[src/sv/humidity_temp_frame_decoder_unit_assert.svh]
// ----------------------------------------------------------------------------
// Assertion macros for the humidity and temperature frame decoder
// Each macro expands to a clocked concurrent assertion, or to nothing in
// synthesis builds.
// ----------------------------------------------------------------------------
`ifndef HUMIDITY_TEMP_FRAME_DECODER_UNIT_ASSERT_SVH
`define HUMIDITY_TEMP_FRAME_DECODER_UNIT_ASSERT_SVH

`ifndef SYNTH
`define HTFD_ASSERT(label, prop) \
    label: assert property (@(posedge clk) disable iff (!rst_n) prop) \
        else $error("htfd assertion failed");
`define HTFD_NEVER(label, expr) \
    label: assert property (@(posedge clk) disable iff (!rst_n) !(expr)) \
        else $error("htfd forbidden condition seen");
`else
`define HTFD_ASSERT(label, prop)
`define HTFD_NEVER(label, expr)
`endif

`endif

[src/sv/htfd_pkg.sv]
// ----------------------------------------------------------------------------
// htfd_pkg
// Shared types, constants and the CRC-8 step for the frame decoder.
// ----------------------------------------------------------------------------
`default_nettype none

package htfd_pkg;

    localparam int unsigned FRAME_LEN = 6;
    localparam int unsigned POS_W     = 3;

    localparam logic [7:0] CRC_POLY = 8'h31;
    localparam logic [7:0] CRC_INIT = 8'hFF;

    localparam int unsigned QDEPTH  = 4;
    localparam int unsigned QADDR_W = $clog2(QDEPTH);
    localparam int unsigned QCNT_W  = $clog2(QDEPTH + 1);

    localparam int unsigned WORD_W  = 16;
    localparam int unsigned TEMP_W  = 15;
    localparam int unsigned HUM_W   = 14;
    localparam int unsigned TPROD_W = 31;
    localparam int unsigned HPROD_W = 30;

    localparam logic [TEMP_W-1:0] TEMP_SCALE  = 15'd17500;
    localparam logic [HUM_W-1:0]  HUM_SCALE   = 14'd10000;
    localparam logic [TEMP_W:0]   TEMP_OFFSET = 16'd4500;
    localparam logic [16:0]       FULL_SCALE  = 17'd65535;

    localparam logic [POS_W-1:0] POS_T_MSB = 3'd0;
    localparam logic [POS_W-1:0] POS_T_LSB = 3'd1;
    localparam logic [POS_W-1:0] POS_T_CRC = 3'd2;
    localparam logic [POS_W-1:0] POS_H_MSB = 3'd3;
    localparam logic [POS_W-1:0] POS_H_LSB = 3'd4;
    localparam logic [POS_W-1:0] POS_H_CRC = 3'd5;

    // one decoded frame, handed from the front to the back
    typedef struct packed {
        logic [WORD_W-1:0] temp_word;
        logic [WORD_W-1:0] hum_word;
        logic              ok;
    } frame_t;

    function automatic logic [7:0] crc8_update(input logic [7:0] crc, input logic [7:0] b);
        logic [7:0] c;
        c = crc ^ b;
        for (int i = 0; i < 8; i++) begin
            if (c[7])
                c = {c[6:0], 1'b0} ^ CRC_POLY;
            else
                c = {c[6:0], 1'b0};
        end
        return c;
    endfunction

endpackage

`default_nettype wire

[src/sv/htfd_front.sv]
// ----------------------------------------------------------------------------
// htfd_front
// Tracks the frame position, runs the CRC-8 per word and collects the raw
// words; emits one frame record on the sixth byte.
// ----------------------------------------------------------------------------
`default_nettype none

`include "humidity_temp_frame_decoder_unit_assert.svh"

module htfd_front
(
    input  wire logic            clk,
    input  wire logic            rst_n,
    input  wire logic            byte_en,
    input  wire logic [7:0]      rx_byte,
    input  wire logic            frame_start,
    output logic                 push,
    output htfd_pkg::frame_t     push_frame
);
    import htfd_pkg::*;

    logic [POS_W-1:0]  pos_reg, pos_next;
    logic [POS_W-1:0]  pos_cur;
    logic [7:0]        crc_reg, crc_next;
    logic [WORD_W-1:0] temp_word_reg, temp_word_next;
    logic [WORD_W-1:0] hum_word_reg, hum_word_next;
    logic              first_ok_reg, first_ok_next;

    always_comb
    begin
        pos_cur = pos_reg;
        if (frame_start || (pos_reg > POS_H_CRC))
            pos_cur = POS_T_MSB;

        pos_next       = pos_cur + 3'd1;
        crc_next       = crc_reg;
        temp_word_next = temp_word_reg;
        hum_word_next  = hum_word_reg;
        first_ok_next  = first_ok_reg;
        push           = 1'b0;

        case (pos_cur)
            POS_T_MSB:
            begin
                crc_next       = crc8_update(CRC_INIT, rx_byte);
                temp_word_next = {rx_byte, 8'd0};
            end
            POS_T_LSB:
            begin
                crc_next       = crc8_update(crc_reg, rx_byte);
                temp_word_next = {temp_word_reg[15:8], rx_byte};
            end
            POS_T_CRC:
            begin
                first_ok_next = (crc_reg == rx_byte);
                crc_next      = CRC_INIT;
            end
            POS_H_MSB:
            begin
                crc_next      = crc8_update(CRC_INIT, rx_byte);
                hum_word_next = {rx_byte, 8'd0};
            end
            POS_H_LSB:
            begin
                crc_next      = crc8_update(crc_reg, rx_byte);
                hum_word_next = {hum_word_reg[15:8], rx_byte};
            end
            default:
            begin
                crc_next = CRC_INIT;
                pos_next = POS_T_MSB;
                push     = byte_en;
            end
        endcase

        push_frame.temp_word = temp_word_reg;
        push_frame.hum_word  = hum_word_reg;
        push_frame.ok        = first_ok_reg && (crc_reg == rx_byte);
    end

    always_ff @(posedge clk or negedge rst_n)
    begin
        if (!rst_n)
        begin
            pos_reg <= POS_T_MSB;
            crc_reg <= CRC_INIT;
        end
        else if (byte_en)
        begin
            pos_reg <= pos_next;
            crc_reg <= crc_next;
        end
    end

    // word registers are always written before the sixth byte reads them
    always_ff @(posedge clk)
    begin
        if (byte_en)
        begin
            temp_word_reg <= temp_word_next;
            hum_word_reg  <= hum_word_next;
            first_ok_reg  <= first_ok_next;
        end
    end

    `HTFD_NEVER(a_pos_in_frame, pos_reg > POS_H_CRC)

endmodule

`default_nettype wire

[src/sv/htfd_queue.sv]
// ----------------------------------------------------------------------------
// htfd_queue
// Short register queue of frame records between front and back.
// ----------------------------------------------------------------------------
`default_nettype none

`include "humidity_temp_frame_decoder_unit_assert.svh"

module htfd_queue
(
    input  wire logic             clk,
    input  wire logic             rst_n,
    input  wire logic             push,
    input  wire htfd_pkg::frame_t push_frame,
    input  wire logic             pop,
    output htfd_pkg::frame_t      head_frame,
    output logic                  empty,
    output logic                  full
);
    import htfd_pkg::*;

    frame_t             entry_reg [QDEPTH];
    logic [QADDR_W-1:0] wr_ptr_reg, wr_ptr_next;
    logic [QADDR_W-1:0] rd_ptr_reg, rd_ptr_next;
    logic [QCNT_W-1:0]  count_reg, count_next;

    assign empty      = (count_reg == '0);
    assign full       = (count_reg == QCNT_W'(QDEPTH));
    assign head_frame = entry_reg[rd_ptr_reg];

    always_comb
    begin
        wr_ptr_next = push ? wr_ptr_reg + 1'b1 : wr_ptr_reg;
        rd_ptr_next = pop  ? rd_ptr_reg + 1'b1 : rd_ptr_reg;
        count_next  = count_reg;
        if (push && !pop)
            count_next = count_reg + 1'b1;
        else if (pop && !push)
            count_next = count_reg - 1'b1;
    end

    always_ff @(posedge clk or negedge rst_n)
    begin
        if (!rst_n)
        begin
            wr_ptr_reg <= '0;
            rd_ptr_reg <= '0;
            count_reg  <= '0;
        end
        else
        begin
            wr_ptr_reg <= wr_ptr_next;
            rd_ptr_reg <= rd_ptr_next;
            count_reg  <= count_next;
        end
    end

    always_ff @(posedge clk)
    begin
        if (push)
            entry_reg[wr_ptr_reg] <= push_frame;
    end

    `HTFD_NEVER(a_no_overflow, push && full)
    `HTFD_NEVER(a_no_underflow, pop && empty)
    `HTFD_ASSERT(a_count_tracks_ptrs,
        (count_reg == QCNT_W'(QDEPTH)) || (QADDR_W'(wr_ptr_reg - rd_ptr_reg) == count_reg[QADDR_W-1:0]))

endmodule

`default_nettype wire

[src/sv/htfd_back.sv]
// ----------------------------------------------------------------------------
// htfd_back
// Scales raw words to centi units: multiply, divide by 65535 with a single
// add-and-compare correction, take 4500 off temperature, register the result.
// ----------------------------------------------------------------------------
`default_nettype none

`include "humidity_temp_frame_decoder_unit_assert.svh"

module htfd_back
(
    input  wire logic                          clk,
    input  wire logic                          rst_n,
    input  wire htfd_pkg::frame_t              head_frame,
    input  wire logic                          empty,
    output logic                               pop,
    output logic                               out_valid,
    input  wire logic                          out_ready,
    output logic signed [htfd_pkg::TEMP_W-1:0] temperature_centi,
    output logic [htfd_pkg::HUM_W-1:0]         humidity_centi,
    output logic                               crc_status
);
    import htfd_pkg::*;

    logic               s1_valid_reg;
    logic [TPROD_W-1:0] s1_tprod_reg, s1_tprod_next;
    logic [HPROD_W-1:0] s1_hprod_reg, s1_hprod_next;
    logic               s1_ok_reg;

    logic               out_valid_reg;
    logic [TEMP_W-1:0]  temp_reg, temp_next;
    logic [HUM_W-1:0]   hum_reg, hum_next;
    logic               status_reg;

    logic               out_en;
    logic               s1_en;

    logic [TEMP_W-1:0]  t_hi;
    logic [16:0]        t_sum;
    logic [TEMP_W-1:0]  t_quot;
    logic [TEMP_W:0]    t_shift;
    logic [HUM_W-1:0]   h_hi;
    logic [16:0]        h_sum;
    logic [HUM_W-1:0]   h_quot;

    assign out_en = !out_valid_reg || out_ready;
    assign s1_en  = !s1_valid_reg || out_en;
    assign pop    = s1_en && !empty;

    assign s1_tprod_next = TPROD_W'(head_frame.temp_word) * TPROD_W'(TEMP_SCALE);
    assign s1_hprod_next = HPROD_W'(head_frame.hum_word) * HPROD_W'(HUM_SCALE);

    // x / 65535 = hi + ((hi + lo) >= 65535) while hi + lo stays below 2 * 65535
    always_comb
    begin
        t_hi    = s1_tprod_reg[TPROD_W-1:16];
        t_sum   = 17'(t_hi) + 17'(s1_tprod_reg[15:0]);
        t_quot  = t_hi + TEMP_W'(t_sum >= FULL_SCALE);
        t_shift = (TEMP_W+1)'(t_quot) - TEMP_OFFSET;

        h_hi    = s1_hprod_reg[HPROD_W-1:16];
        h_sum   = 17'(h_hi) + 17'(s1_hprod_reg[15:0]);
        h_quot  = h_hi + HUM_W'(h_sum >= FULL_SCALE);

        temp_next = s1_ok_reg ? t_shift[TEMP_W-1:0] : '0;
        hum_next  = s1_ok_reg ? h_quot : '0;
    end

    always_ff @(posedge clk or negedge rst_n)
    begin
        if (!rst_n)
        begin
            s1_valid_reg  <= 1'b0;
            out_valid_reg <= 1'b0;
        end
        else
        begin
            if (s1_en)
                s1_valid_reg <= !empty;
            if (out_en)
                out_valid_reg <= s1_valid_reg;
        end
    end

    always_ff @(posedge clk)
    begin
        if (pop)
        begin
            s1_tprod_reg <= s1_tprod_next;
            s1_hprod_reg <= s1_hprod_next;
            s1_ok_reg    <= head_frame.ok;
        end
        if (out_en && s1_valid_reg)
        begin
            temp_reg   <= temp_next;
            hum_reg    <= hum_next;
            status_reg <= !s1_ok_reg;
        end
    end

    assign out_valid         = out_valid_reg;
    assign temperature_centi = temp_reg;
    assign humidity_centi    = hum_reg;
    assign crc_status        = status_reg;

    `HTFD_ASSERT(a_stage_moves, (s1_valid_reg && out_en) |=> out_valid_reg)

endmodule

`default_nettype wire

[src/sv/humidity_temp_frame_decoder_unit.sv]
// ----------------------------------------------------------------------------
// humidity_temp_frame_decoder_unit
// The sixth byte queues a frame record, which passes the product and output registers.
// Throughput: one byte per cycle unless the queue is full; the scaler is pipelined.
// A four-entry frame queue lets bytes keep flowing while m_tready is low, until it fills.
// Reset (rst_n, async, active low) clears position, CRC, queue and valid flags.
// ----------------------------------------------------------------------------
`default_nettype none

module humidity_temp_frame_decoder_unit
(
    input  wire logic        clk,
    input  wire logic        rst_n,
    input  wire logic        s_tvalid,
    output logic             s_tready,
    input  wire logic [7:0]  s_tdata,   // [7:0] rx_byte
    input  wire logic        s_tuser,   // [0] frame_start
    output logic             m_tvalid,
    input  wire logic        m_tready,
    output logic [31:0]      m_tdata,   // [14:0] temperature_centi, [28:15] humidity_centi
    output logic             m_tuser    // [0] crc_status
);
    import htfd_pkg::*;

    logic                      byte_en;
    logic                      push;
    frame_t                    push_frame;
    frame_t                    head_frame;
    logic                      pop;
    logic                      q_empty;
    logic                      q_full;
    logic signed [TEMP_W-1:0]  temperature_centi;
    logic [HUM_W-1:0]          humidity_centi;

    // hold input while the frame queue is full
    assign s_tready = !q_full;
    assign byte_en  = s_tvalid && s_tready;

    htfd_front u_front
    (
        .clk         (clk),
        .rst_n       (rst_n),
        .byte_en     (byte_en),
        .rx_byte     (s_tdata),
        .frame_start (s_tuser),
        .push        (push),
        .push_frame  (push_frame)
    );

    htfd_queue u_queue
    (
        .clk        (clk),
        .rst_n      (rst_n),
        .push       (push),
        .push_frame (push_frame),
        .pop        (pop),
        .head_frame (head_frame),
        .empty      (q_empty),
        .full       (q_full)
    );

    htfd_back u_back
    (
        .clk               (clk),
        .rst_n             (rst_n),
        .head_frame        (head_frame),
        .empty             (q_empty),
        .pop               (pop),
        .out_valid         (m_tvalid),
        .out_ready         (m_tready),
        .temperature_centi (temperature_centi),
        .humidity_centi    (humidity_centi),
        .crc_status        (m_tuser)
    );

    assign m_tdata = {3'd0, humidity_centi, temperature_centi};

endmodule

`default_nettype wire

[config.mk]
export PLATFORM = sky130hd
export DESIGN_NAME = humidity_temp_frame_decoder_unit
export DESIGN_NICKNAME = d
export VERILOG_FILES = /design/src/sv/htfd_pkg.sv /design/src/sv/htfd_front.sv /design/src/sv/htfd_queue.sv /design/src/sv/htfd_back.sv /design/src/sv/humidity_temp_frame_decoder_unit.sv
export VERILOG_INCLUDE_DIRS = /design/src /design/src/sv
export SDC_FILE = /design/constraint.sdc
export NUM_CORES = 1
export LEC_CHECK = 0
export ABC_CLOCK_PERIOD_IN_PS = 17590
export BUFFER_PORTS_ARGS = -buffer_cell sky130_fd_sc_hd__buf_2
export CAP_MARGIN = 20
export CORE_MARGIN = 4
export CORE_UTILIZATION = 50
export DETAILED_ROUTE_END_ITERATION = 10
export PLACE_DENSITY_LB_ADDON = 0.2
export SKIP_CTS_REPAIR_TIMING = 1
export SLEW_MARGIN = 20
export SYNTH_ARGS = -nofsm -noshare
export SYNTH_HDL_FRONTEND = slang
export SYNTH_HIERARCHICAL = 1
export SYNTH_SLANG_ARGS = --single-unit
[constraint.sdc]
create_clock -name clk -period 17.59 [get_ports clk]
set_input_delay 3.518 -clock clk [delete_from_list [all_inputs] [get_ports clk]]
set_output_delay 3.518 -clock clk [all_outputs]
set_load 0.01 [all_outputs]
==> insert_results.sql <==
INSERT INTO impl_metrics (metric_group, metric, value, unit) VALUES
('outcome', 'status', 'finished, final reports clean', ''),
('timing', 'fmax', '0.158', 'GHz'),
('timing', 'final_min_period_over_clock_period', '36.0', '%'),
('detailed_routing', 'drt-total-wl', '32500', 'um'),
('logic_synthesis', 'synth.ff_latch_count', '271', ''),
('die', 'initial_utilization', '50.7', '%'),
('setup_path', 'r2r_start', 'u_queue/rd_ptr_reg[0]', ''),
('clock_network', 'cts_buffers', '28', ''),
('global_routing', 'grt_first_pass_wirelength', '53500', 'um'),
('placement', 'place.port_buffers', '44', ''),
('setup_path', 'ff2ff_setup_slack', '11.27', 'ns'),
('logic_synthesis', 'synth-async-reset-ratio', '7.38', '%'),
('hold_path', 'kind_of_path_behind_the_tightest_hold_check', 'reg -> reg', ''),
('global_routing', 'grt_util_all_layers', '16.8', '%'),
('setup_path', 'worst-path-buf-inv', '3', ''),
('die', 'die_h', '198', 'um'),
('timing', 'final_critical_path_setup_slack', '11.27', 'ns'),
('finish', 'fillerInstances', '2931', ''),
('clock_network', 'worst_setup_hold_path_clk_slew', '0.07', 'ns'),
('setup_path', 'path_depth', '17', ''),
('finish', 'layout.area.seq', '0.00805', 'mm^2'),
('finish', 'largest_register_ff_count', '132', ''),
('detailed_routing', 'initialDrtViolationCount', '428', ''),
('detailed_routing', 'drcViolationCount', '0', ''),
('setup_path', 'timing.critical_path.slowest_stage_cell', 'sky130_fd_sc_hd__mux4_2', ''),
('die', 'die_area', '0.0392', 'mm^2'),
('detailed_routing', 'wl_per_cell', '16.5', 'um'),
('detailed_routing', 'firstDrtPassIters', '6', ''),
('setup_path', 'critical_path.endpoint', 'u_back/s1_tprod_reg[30]', ''),
('hold_path', 'worst_hold_path.num_cells', '0', ''),
('timing', 'rsz0062_at_grt', 'no', ''),
('logic_synthesis', 'syn-mean-instance-area', '12.6', 'um^2'),
('logic_synthesis', 'yosys_warnings', '6', ''),
('die', 'core', '0.0356', 'mm^2'),
('detailed_routing', 'vias', '10400', ''),
('setup_path', 'reg2reg_to', 'u_back/s1_tprod_reg[30]', ''),
('setup_path', 'rr_worst_depth', '17', ''),
('setup_path', 'timing.critical_path.to_type', 'register', ''),
('die', 'dieWidth', '198', 'um'),
('detailed_routing', 'detail-route-antenna-nets', '0', ''),
('logic_synthesis', 'syn-instance-count', '1429', ''),
('clock_network', 'clock_tree_from_tritoncts', 'done', ''),
('job', 'maxCapViolations', '0', ''),
('global_routing', 'pin_count_of_the_biggest_net_entering_global_routing', '60', ''),
('die', 'row_count', '69', ''),
('setup_path', 'worst_path_largest_cell_delay', '0.70', 'ns'),
('setup_path', 'cp_cell_sequence', 'buf_4, mux4_2, ha_1, fa_1, ha_1, fa_1, inv_1, fa_1, inv_1, ha_1, and3_1, a221oi_2, a22oi_1, o2111ai_1, a31oi_1, a221o_1, a21o_1', ''),
('clock_network', 'clock_path_buffers', '3', ''),
('finish', 'postLayoutCoreUtil', '55.4', '%'),
('setup_path', 'critPathTopFamily', 'adder cells', ''),
('finish', 'layout.cells.most_common_list', '251 x sky130_fd_sc_hd__edfxtp_1, 241 x sky130_fd_sc_hd__inv_1, 205 x sky130_fd_sc_hd__ha_1', ''),
('finish', 'finalNetCount', '1787', ''),
('timing', 'timing.max_slew.rel_slack', '24.3', '%'),
('setup_path', 'critical_path_class', 'reg -> reg', ''),
('detailed_routing', 'vias_per_cell', '5.30', ''),
('setup_path', 'worst_ep_arrival_time', '6.60', 'ns'),
('global_routing', 'grt_pass1_vias', '10500', ''),
('timing', 'timing_hold_violations_final', '0', ''),
('setup_path', 'worstSetupStartpoint', 'u_queue/rd_ptr_reg[0]', ''),
('setup_path', 'critical_path_peak_fanout', '35', ''),
('finish', 'layout_commonest_cell', 'sky130_fd_sc_hd__edfxtp_1', ''),
('logic_synthesis', 'yosysUniqueCellTypes', '81', ''),
('timing', 'fin_setup_tns', '0', 'ns'),
('setup_path', 'cp.required', '17.87', 'ns'),
('global_routing', 'overflow', '0', ''),
('timing', 'report.final.setup_viol', '0', ''),
('finish', 'multiInputGateArea', '0.00889', 'mm^2'),
('timing', 'slew_viol_final', '0', ''),
('clock_network', 'number_of_sinks_on_the_clock_net', '271', ''),
('placement', 'pre_cts_ws', '11.32', 'ns'),
('timing', 'setup_skew', '0.0517', 'ns');
-- kinds of logic (layout without fill, tap and decap cells) --
family                   count (synthesis)  count (layout)  synth area share [%]
AO/OA/AOI/OAI                          189             189                  7.03
flip-flops                             271             271                  44.6
buffers and inverters                  271             348                  6.18
AND/OR/NAND/NOR                        271             271                  8.28
multiplexers                            38              38                  4.51
XOR/XNOR                               100             100                  5.92
adder cells (fa/ha/maj)                288             288                  23.4
other                                    1               3                0.0208
-- cell usage after synthesis (4+ instances only) --
| master | instances | area [um^2] |
|---|---|---|
| sky130_fd_sc_hd__a211o_1 | 4 | 35.0 |
| sky130_fd_sc_hd__a211oi_1 | 9 | 67.6 |
| sky130_fd_sc_hd__a21o_1 | 22 | 165 |
| sky130_fd_sc_hd__a21oi_1 | 63 | 315 |
| sky130_fd_sc_hd__and2_1 | 30 | 188 |
| sky130_fd_sc_hd__and2b_1 | 4 | 30.0 |
| sky130_fd_sc_hd__and3_1 | 16 | 100 |
| sky130_fd_sc_hd__buf_2 | 6 | 30.0 |
| sky130_fd_sc_hd__buf_6 | 4 | 45.0 |
| sky130_fd_sc_hd__clkbuf_1 | 11 | 41.3 |
| sky130_fd_sc_hd__dfrtp_1 | 12 | 300 |
| sky130_fd_sc_hd__dfstp_2 | 8 | 210 |
| sky130_fd_sc_hd__edfxtp_1 | 251 | 7540 |
| sky130_fd_sc_hd__fa_1 | 83 | 1660 |
| sky130_fd_sc_hd__ha_1 | 205 | 2560 |
| sky130_fd_sc_hd__inv_1 | 241 | 905 |
| sky130_fd_sc_hd__mux2i_1 | 4 | 40.0 |
| sky130_fd_sc_hd__mux4_1 | 5 | 131 |
| sky130_fd_sc_hd__mux4_2 | 28 | 631 |
| sky130_fd_sc_hd__nand2_1 | 38 | 143 |
| sky130_fd_sc_hd__nand2b_1 | 10 | 62.6 |
| sky130_fd_sc_hd__nand3_1 | 25 | 125 |
| sky130_fd_sc_hd__nand4_1 | 9 | 56.3 |
| sky130_fd_sc_hd__nand4b_1 | 5 | 43.8 |
| sky130_fd_sc_hd__nor2_1 | 57 | 214 |
| sky130_fd_sc_hd__nor2b_1 | 14 | 87.6 |
| sky130_fd_sc_hd__nor3_1 | 12 | 60.1 |
| sky130_fd_sc_hd__nor4_1 | 10 | 62.6 |
| sky130_fd_sc_hd__nor4b_1 | 5 | 43.8 |
| sky130_fd_sc_hd__o21a_1 | 9 | 67.6 |
| sky130_fd_sc_hd__o21ai_0 | 27 | 135 |
| sky130_fd_sc_hd__o21bai_1 | 8 | 60.1 |
| sky130_fd_sc_hd__o31ai_1 | 8 | 60.1 |
| sky130_fd_sc_hd__o41ai_1 | 6 | 52.6 |
| sky130_fd_sc_hd__or2_2 | 11 | 68.8 |
| sky130_fd_sc_hd__or3_1 | 10 | 62.6 |
| sky130_fd_sc_hd__xnor2_1 | 55 | 482 |
| sky130_fd_sc_hd__xnor3_1 | 8 | 180 |
| sky130_fd_sc_hd__xor2_1 | 31 | 272 |
-- stage by stage --
stage	hold slack, ns	cell area, um^2
global route	0.509	19700
CTS	0.500	19700
floorplan	0.456	18000
detailed placement	0.487	18700
finish	0.496	19700
global placement	0.473	18700
-- worst min-delay path by stage --
stage | startpoint | endpoint | slack, ns
floorplan | u_queue/count_reg[2] | u_queue/count_reg[2] | 0.46
global placement | u_front/temp_word_reg[4] | u_queue/entry_reg[2][21] | 0.47
detailed placement | u_front/hum_word_reg[2] | u_queue/entry_reg[2][3] | 0.49
CTS | u_front/temp_word_reg[10] | u_queue/entry_reg[2][27] | 0.50
global route | u_front/temp_word_reg[10] | u_queue/entry_reg[2][27] | 0.51
finish | u_front/temp_word_reg[10] | u_queue/entry_reg[1][27] | 0.50
-- routing by layer --
layer	share of wire (%)	routed length [um]	GRT usage (%)
met5	0	0	0
met4	2.3	743	4.18
met3	3.6	1180	2.09
met2	47	15200	28.0
met1	47	15400	23.8
-- final cells by class --
| cell class | instances | share of cell area, % |
|---|---|---|
| inverters | 242 | 4.61 |
| clock inverters | 15 | 1.04 |
| clock buffers | 37 | 3.88 |
| multi-input cells | 889 | 45.2 |
| flip-flops and latches | 271 | 40.9 |
| repair buffers | 54 | 1.50 |
| well taps | 461 | 2.93 |
Power is left out: the tool's default activity adds up to more than one toggle a clock period on the data nets, which glitch-free logic cannot reach.
